[src/sv/ncc_pkg.sv]
package ncc_pkg;

  localparam int SAMPLE_BITS = 16;
  localparam int OUT_BITS    = 16;
  localparam int QBITS       = 15;
  localparam int QTOP        = 14;

  typedef enum logic [1:0] {
    ACT_LOAD  = 2'd0,
    ACT_PUSH  = 2'd1,
    ACT_CLEAR = 2'd2,
    ACT_NOP   = 2'd3
  } action_t;

  typedef enum logic [1:0] {
    ACC_IDLE,
    ACC_RUN,
    ACC_LAST
  } acc_state_t;

  typedef enum logic [3:0] {
    CORE_IDLE,
    CORE_VX_A,
    CORE_VX_B,
    CORE_VH_A,
    CORE_VH_B,
    CORE_T_A,
    CORE_T_B,
    CORE_PR,
    CORE_NN,
    CORE_S_A,
    CORE_S_B,
    CORE_S_C,
    CORE_DONE
  } core_state_t;

  typedef enum logic [1:0] {
    TOP_IDLE,
    TOP_SUM,
    TOP_CALC,
    TOP_HOLD
  } top_state_t;

endpackage

[src/sv/ncc_acc.sv]
module ncc_acc #(
  parameter int MAX_TAPS = 64
) (
  input  logic                                   clk,
  input  logic                                   rst_n,
  input  logic                                   tpl_we,
  input  logic [$clog2(MAX_TAPS)-1:0]            tpl_waddr,
  input  logic                                   win_we,
  input  logic [$clog2(MAX_TAPS)-1:0]            win_waddr,
  input  logic [ncc_pkg::SAMPLE_BITS-1:0]        wdata,
  input  logic                                   start,
  input  logic [$clog2(MAX_TAPS+1)-1:0]          n,
  input  logic [$clog2(MAX_TAPS)-1:0]            base,
  output logic                                   done,
  output logic [ncc_pkg::SAMPLE_BITS+$clog2(MAX_TAPS+1)-1:0]   sx,
  output logic [ncc_pkg::SAMPLE_BITS+$clog2(MAX_TAPS+1)-1:0]   sh,
  output logic [2*ncc_pkg::SAMPLE_BITS+$clog2(MAX_TAPS+1)-1:0] sxx,
  output logic [2*ncc_pkg::SAMPLE_BITS+$clog2(MAX_TAPS+1)-1:0] shh,
  output logic [2*ncc_pkg::SAMPLE_BITS+$clog2(MAX_TAPS+1)-1:0] sxh
);

  localparam int AW = $clog2(MAX_TAPS);
  localparam int CW = $clog2(MAX_TAPS + 1);
  localparam int SB = ncc_pkg::SAMPLE_BITS;
  localparam int SW = SB + CW;
  localparam int QW = 2 * SB + CW;

  logic [SB-1:0] tpl_mem [MAX_TAPS];
  logic [SB-1:0] win_mem [MAX_TAPS];
  logic [SB-1:0] x_q, h_q;

  ncc_pkg::acc_state_t state_r, state_nxt;
  logic [1:0]      phase_r, phase_nxt;
  logic [CW-1:0]   k_r, k_nxt;
  logic [AW-1:0]   rd_r, rd_nxt;
  logic [2*SB-1:0] prod_r, prod_nxt;
  logic [SW-1:0]   sx_r, sx_nxt, sh_r, sh_nxt;
  logic [QW-1:0]   sxx_r, sxx_nxt, shh_r, shh_nxt, sxh_r, sxh_nxt;

  always_ff @(posedge clk) begin
    if (tpl_we) tpl_mem[tpl_waddr] <= wdata;
    if (win_we) win_mem[win_waddr] <= wdata;
    x_q <= win_mem[rd_r];
    h_q <= tpl_mem[k_r[AW-1:0]];
  end

  always_ff @(posedge clk) begin
    if (!rst_n) begin
      state_r <= ncc_pkg::ACC_IDLE;
    end else begin
      state_r <= state_nxt;
    end
    phase_r <= phase_nxt;
    k_r     <= k_nxt;
    rd_r    <= rd_nxt;
    prod_r  <= prod_nxt;
    sx_r    <= sx_nxt;
    sh_r    <= sh_nxt;
    sxx_r   <= sxx_nxt;
    shh_r   <= shh_nxt;
    sxh_r   <= sxh_nxt;
  end

  // each tap steps through read, x*x, h*h, x*h on one multiplier
  always_comb begin
    state_nxt = state_r;
    phase_nxt = phase_r;
    k_nxt     = k_r;
    rd_nxt    = rd_r;
    prod_nxt  = prod_r;
    sx_nxt    = sx_r;
    sh_nxt    = sh_r;
    sxx_nxt   = sxx_r;
    shh_nxt   = shh_r;
    sxh_nxt   = sxh_r;
    done      = 1'b0;
    case (state_r)
      ncc_pkg::ACC_IDLE: begin
        if (start) begin
          state_nxt = ncc_pkg::ACC_RUN;
          phase_nxt = 2'd0;
          k_nxt     = '0;
          rd_nxt    = base;
          sx_nxt    = '0;
          sh_nxt    = '0;
          sxx_nxt   = '0;
          shh_nxt   = '0;
          sxh_nxt   = '0;
        end
      end
      ncc_pkg::ACC_RUN: begin
        phase_nxt = phase_r + 2'd1;
        case (phase_r)
          2'd0: begin
            if (k_r != '0) sxh_nxt = sxh_r + QW'(prod_r);
          end
          2'd1: begin
            prod_nxt = x_q * x_q;
            sx_nxt   = sx_r + SW'(x_q);
            sh_nxt   = sh_r + SW'(h_q);
          end
          2'd2: begin
            sxx_nxt  = sxx_r + QW'(prod_r);
            prod_nxt = h_q * h_q;
          end
          default: begin
            shh_nxt  = shh_r + QW'(prod_r);
            prod_nxt = x_q * h_q;
            if ((k_r + CW'(1)) == n) begin
              state_nxt = ncc_pkg::ACC_LAST;
            end else begin
              k_nxt  = k_r + CW'(1);
              rd_nxt = (rd_r == AW'(MAX_TAPS - 1)) ? '0 : rd_r + AW'(1);
            end
          end
        endcase
      end
      ncc_pkg::ACC_LAST: begin
        sxh_nxt   = sxh_r + QW'(prod_r);
        done      = 1'b1;
        state_nxt = ncc_pkg::ACC_IDLE;
      end
      default: state_nxt = ncc_pkg::ACC_IDLE;
    endcase
  end

  assign sx  = sx_r;
  assign sh  = sh_r;
  assign sxx = sxx_r;
  assign shh = shh_r;
  assign sxh = sxh_r;

endmodule

[config.mk]
export PLATFORM = sky130hd
export DESIGN_NAME = ncc_acc
export DESIGN_NICKNAME = d
export VERILOG_FILES = /design/src/sv/ncc_pkg.sv /design/src/sv/ncc_acc.sv
export SDC_FILE = /design/constraint.sdc
export NUM_CORES = 2
export LEC_CHECK = 0
export BUFFER_PORTS_ARGS = -buffer_cell sky130_fd_sc_hd__buf_2
export CORE_ASPECT_RATIO = 0.75
export CORE_MARGIN = 2
export CORE_UTILIZATION = 42
export DETAILED_ROUTE_END_ITERATION = 8
export GPL_ROUTABILITY_DRIVEN = 1
export GPL_TIMING_DRIVEN = 0
export PLACE_DENSITY_LB_ADDON = 0.12
export SYNTH_ARGS = -nofsm -noshare
export SYNTH_HDL_FRONTEND = slang
export SYNTH_SLANG_ARGS = --single-unit
export TNS_END_PERCENT = 100
[constraint.sdc]
create_clock -name clk -period 6.6 [get_ports clk]
set_clock_uncertainty 0.2 [all_clocks]
set_input_delay 1.98 -clock clk [delete_from_list [all_inputs] [get_ports clk]]
set_output_delay 1.98 -clock clk [all_outputs]
set_load 0.03 [all_outputs]
Word level (Yosys, flattened, before mapping):

Memories as Yosys holds them, arrays and structs flattened. A register that Yosys moved wholly into a read port is not among the register bits.
Index checks and enable logic that the tools add are counted.

* flip-flop bits (word level): 212
* bits in writable memories: 2048
* bits of input ports: 46
* output and inout bits: 164
* word-level logic and storage cells: 86
* memories kept: 2

* $add $sub $neg: 8
* $mul: 3
* eq/ne operators: 14
* multiplexer cells: 34
* bitwise gates (word level): 1
* reductions and logical operators: 14

Memory list
* tpl_mem: depth 64, bits a word 16, rd ports 1, clocked after memory_dff 1, wr ports 1, RTL line ncc_acc.sv:28 `logic [SB-1:0] tpl_mem [MAX_TAPS];`
* win_mem: depth 64, bits a word 16, rd ports 1, clocked after memory_dff 1, wr ports 1, RTL line ncc_acc.sv:29 `logic [SB-1:0] win_mem [MAX_TAPS];`

Operator list (number)
* $mux 39: 5
* $pmux 39 s2: 2
* $add 39x32->39: 3
* $pmux 39 s3: 1
* $mul 16x16->32: 3
* $pmux 32 s3: 1
* $pmux 23 s2: 2
* $mux 23: 3
* $add 23x16->23: 2
* $mux 6: 4
* $mux 7: 3
* $ne 2x2->1 const B: 8
* $pmux 7 s2: 1
* $pmux 6 s2: 1
* $reduce_and 3->1: 4
* $mux 2: 4
* $pmux 2 s2: 2
* $reduce_and 4->1: 2
* $add 7x1->7 const B: 1
* $eq 7x7->1: 1
* $reduce_bool 7->1: 1
* $add 6x1->6 const B: 1
* $eq 6x6->1 const B: 1
* $mux 1: 5
* other kinds (9): 13

Longest topological paths before layout:

* depth after elaboration: 5
* depth in mapped cells: 27
* depth with buffers taken out: 25

Worst setup path before layout:

OpenSTA, ideal clock, no wires.

* kind: register -> register
* start point: register x_q[6] (read register of win_mem)
* end point: register prod_r[22] (data pin)
* library setup time: 275 ps
* data arrival time: 6108 ps
* data required time: 6125 ps
* setup slack: 17 ps
* cell stages (with the launch flop): 25
* path buffers: 2
* clock period less this slack: 6583 ps
* path through: dfxtp_1 > clkbuf_1 > clkbuf_1 > nand2_1 > fa_1 > inv_1 > fa_1 > inv_1 > fa_1 > inv_1 > fa_1 > fa_1 > inv_1 > fa_1 > inv_1 > ha_1 > a2111oi_0 > o21ai_0 > o211a_1 > a211o_1 > a21o_1 > a21o_1 > a21oi_1 > xnor2_1 > o221ai_1

* longest elaborated chain between the ends: 2
* elaborated cells between the ends (all ways): 3
* classes of those cells: mul (2); mux (1)

Ends and longest elaborated chain
* start: declaration: RTL line ncc_acc.sv:30 `logic [SB-1:0] x_q, h_q;`
* $mul 16x16->32, on equally long branches: RTL line ncc_acc.sv:108, ncc_acc.sv:98
* $pmux 32 s3 *: RTL line ncc_acc.sv:93 `case (phase_r)`
* end signal: assignment: RTL line ncc_acc.sv:56 `prod_r <= prod_nxt;`
* end: declaration: RTL line ncc_acc.sv:36 `logic [2*SB-1:0] prod_r, prod_nxt;`

Every way passes the cells marked *; elsewhere a longest branch is shown, timed or not.
A chain may end at the register's enable or synchronous reset.

Final worst setup path:

* start point: register h_q[8] (read register of tpl_mem)
* end point: register prod_r[28] (data pin)

* longest elaborated chain between the ends: 2
* elaborated cells between the ends (all ways): 3
* classes of those cells: mul (2); mux (1)

Ends and longest elaborated chain (RTL line)
* start: declaration: ncc_acc.sv:30
* $mul 16x16->32, on equally long branches: ncc_acc.sv:108, ncc_acc.sv:104
* $pmux 32 s3 *: ncc_acc.sv:93

Marked as above.

==> results.py <==
metrics = {
    "die": {
        "die_w_um": 613,
        "num_rows": 167,
        "core_sq_mm": 0.276,
        "io_pins": 210,
        "die_area_sq_mm": 0.282,
        "die_y_um": 460,
        "start_util": 0.422,
    },
    "worst_setup_path": {
        "path_common_cell": "fa_1",
        "crit_fanout": 10,
        "rrSetupSlack_ps": -270,
        "crit_type": "reg -> reg",
        "critPathMaxStageDelay_ps": 590,
        "reg2reg_to": "prod_r[28]",
        "crit_required_ps": 6950,
        "r2r-start": "h_q[8]",
        "slowest_stage": "fa_1",
        "crit_path_start_kind": "flop",
        "end_kind": "flop",
        "crit_path_cell_trace": "clkbuf_16 > clkbuf_16 > nand2_1 > fa_1 > inv_1 > fa_1 > fa_1 > fa_1 > fa_1 > inv_1 > fa_1 > inv_1 > ha_2 > o21a_2 > o211a_1 > a211o_1 > buf_6 > a41oi_4 > o31ai_4 > nand4b_1 > o21ai_1 > o21ai_1 > o221ai_2",
        "worstPathArrival_ps": 7220,
        "worst-r2r-cell-count": 23,
    },
    "timing": {
        "post-route-min-period_ps": 6870,
        "hold_viol_final": 0,
        "slew_headroom": 0.0722,
        "hold_ws_ps": 419,
        "fin_tns_setup_ps": -2060,
        "worstMarginPinSlew_ps": 1390,
        "setup_viol": 12,
        "slew_violations": 0,
        "max_freq_mhz": 146,
        "final.period_utilization": 1.04,
        "fin_ws_ps": -272,
        "rsz0062_at_grt": "true",
    },
    "route": {
        "firstDrtPassIters": 6,
        "dr.first_iter.drc_count": 7862,
        "antenna_left": 0,
        "vias_per_cell": 5.64,
        "wire_per_inst_um": 28.7,
        "routed_wirelength_um": 343000,
        "vias": 67500,
        "drc": 0,
    },
    "logic_synthesis": {
        "syn_area_sq_mm": 0.117,
        "synth_common_cells": "edfxtp_1, inv_1, mux4_2, fa_1, ha_1",
        "synth_cell_type_count": 81,
        "syn_nets": 8313,
        "ys_seq_elements": 2292,
        "synth_ff_type": "edfxtp_1",
        "syn_area_per_cell_sq_um": 16.0,
        "synth_cells": 7300,
        "synth_area_leaders": "edfxtp_1, mux4_2, fa_1",
        "yosysTopAreaCell": "edfxtp_1",
        "yosysSeqAreaShare": 0.587,
        "synth_edf_count": 2258,
        "ys_async_sr_fraction": 0,
        "synth_most_common_cell": "edfxtp_1",
        "yosys.area.top_type_share": 0.581,
        "yosys_warnings": 0,
    },
    "worst_hold_path": {
        "hp-start": "sh[22]",
        "hold_class": "reg -> reg",
        "holdPathStages": 2,
        "hold_path_end": "sh[22]",
    },
    "final_layout": {
        "drive_gt1_frac": 0.254,
        "final_area_sq_mm": 0.137,
        "area.growth.synth_to_final_pct": 17.2,
        "fill_cells": 23300,
        "nets": 9068,
    },
    "place": {
        "finalWeightedCongestion": 0.928,
        "port_buffers": 202,
        "dp_hpwl_um": 246000,
        "post-place-ws_ps": -2410,
        "dpl_cell_area_sq_mm": 0.125,
    },
    "run_status": {
        "status": "finished, violations left",
        "violations": "negative setup slack",
    },
    "clocking": {
        "h-tree-depth": 4,
        "clockBufferDepth": 4,
        "ctsHoldBuffers": 0,
        "clk_transition_reported_paths_ps": 60,
        "clkLatencyLatePin_ps": 930,
        "cts-root-buf": "clkbuf_16",
        "numClockSinks": 2292,
        "cts_tree": "built",
        "cts_buffers": 230,
    },
    "global_route": {
        "grt_pass1_vias": 67400,
        "grt_overflow_total": 0,
        "grtUsageTotal": 0.243,
        "use_met1": 0.370,
        "antenna_found_initial": 35,
        "grt_max_degree": 97,
        "grt-busiest-layer": "met1",
        "use_met2": 0.353,
        "grt_pass1_wl_um": 489000,
        "grt.met3_usage": 0.0539,
    },
    "flow_run": {
        "max_cap_violations": 0,
    },
}
-- repair_timing --
item,4_1_cts,5_1_grt
resized for setup,535,166
cloned,0,1
pin swaps,81,94
endpoints found under the setup margin,25,18
setup buffers,120,55
-- worst max path at each step --
stage               startpoint          to  slack [ps]  cells past startpoint
floorplan               x_q[6]  prod_r[22]          20                     24
global placement    state_r[1]     sxh[30]       -3390                      6
detailed placement     h_q[12]  prod_r[29]       -2410                     24
CTS                    x_q[12]  prod_r[30]        -230                     22
global route            h_q[8]  prod_r[28]        -380                     26
finish                  h_q[8]  prod_r[28]        -270                     23
-- metal layers --
layer  share of wire  vias up
met5               0        -
met4           0.026        0
met3           0.086      367
met2            0.44     2625
met1            0.45    35800
li1                -    28700
-- metrics by stage --
step                std cells   util
floorplan                7300      -
global placement        11200  0.443
detailed placement      11400  0.454
CTS                     11900  0.491
global route            12000  0.495
finish                  12000  0.495
-- cells by family (layout without fill, tap and decap cells) --
kind of cell	count (synthesis)	in the layout	synth area share
mux	680	680	0.130
fa+ha+maj	967	967	0.137
other cells	0	5	0
simple gates	1344	1344	0.0534
flops	2292	2292	0.587
xor+xnor	221	221	0.0166
compound gates	681	681	0.0386
buf+inv	1115	2056	0.0363
-- placed cells by master, fill, tap and decap left out, types with 37 or more instances in the layout --
cell	Yosys	final
a21oi_1	196	176
nor3_1	63	56
clkbuf_1	233	185
clkinv_2	0	44
a21o_1	93	92
nor2_1	416	278
nand2_1	407	387
nor2_2	1	136
buf_2	41	232
clkbuf_16	0	276
xnor2_1	123	104
xor2_1	98	92
fa_1	523	503
buf_4	0	165
nand3_1	84	82
buf_1	42	37
and2_1	163	156
ha_1	444	413
buf_8	0	122
mux4_2	672	672
clkinv_1	5	52
inv_1	792	762
nor2b_1	43	43
o21ai_0	99	93
edfxtp_1	2258	2258
-- sequential cells by signal, indices dropped and copies added (netlist names) --
name     cells
tpl_mem   1024
win_mem   1024
shh         39
sxh         39
sxx         39
prod_r      32
sh          23
sx          23
h_q         16
x_q         16
k_r          7
rd_r         6
phase_r      2
state_r      2
-- worst max-delay path: cells and delay by family, from the launching register on --
kind                     cells  cell delay [ps]
buffers and inverters        6              710
adder cells (fa/ha/maj)      7             3300
AO/OA/AOI/OAI                8             1610
flip-flops                   1              440
AND/OR/NAND/NOR              2              190
-- cell type report --
| cell class | count | area (sq um) | share of cell area |
|---|---|---|---|
| Sequential cell | 2292 | 68600 | 0.502 |
| Inverter | 799 | 3050 | 0.0223 |
| Antenna cell | 5 | 12.5 | 0.0000915 |
| Timing Repair Buffer | 528 | 5090 | 0.0372 |
| Buffer | 311 | 2540 | 0.0186 |
| Clock buffer | 294 | 6170 | 0.0451 |
| Multi-Input combinational cell | 3893 | 45600 | 0.333 |
| Clock inverter | 124 | 1010 | 0.00738 |
| Tap cell | 3718 | 4650 | 0.0340 |
Power is not shown: default switching activity piles up to over one toggle a cycle in this logic, so the estimate is an artifact.
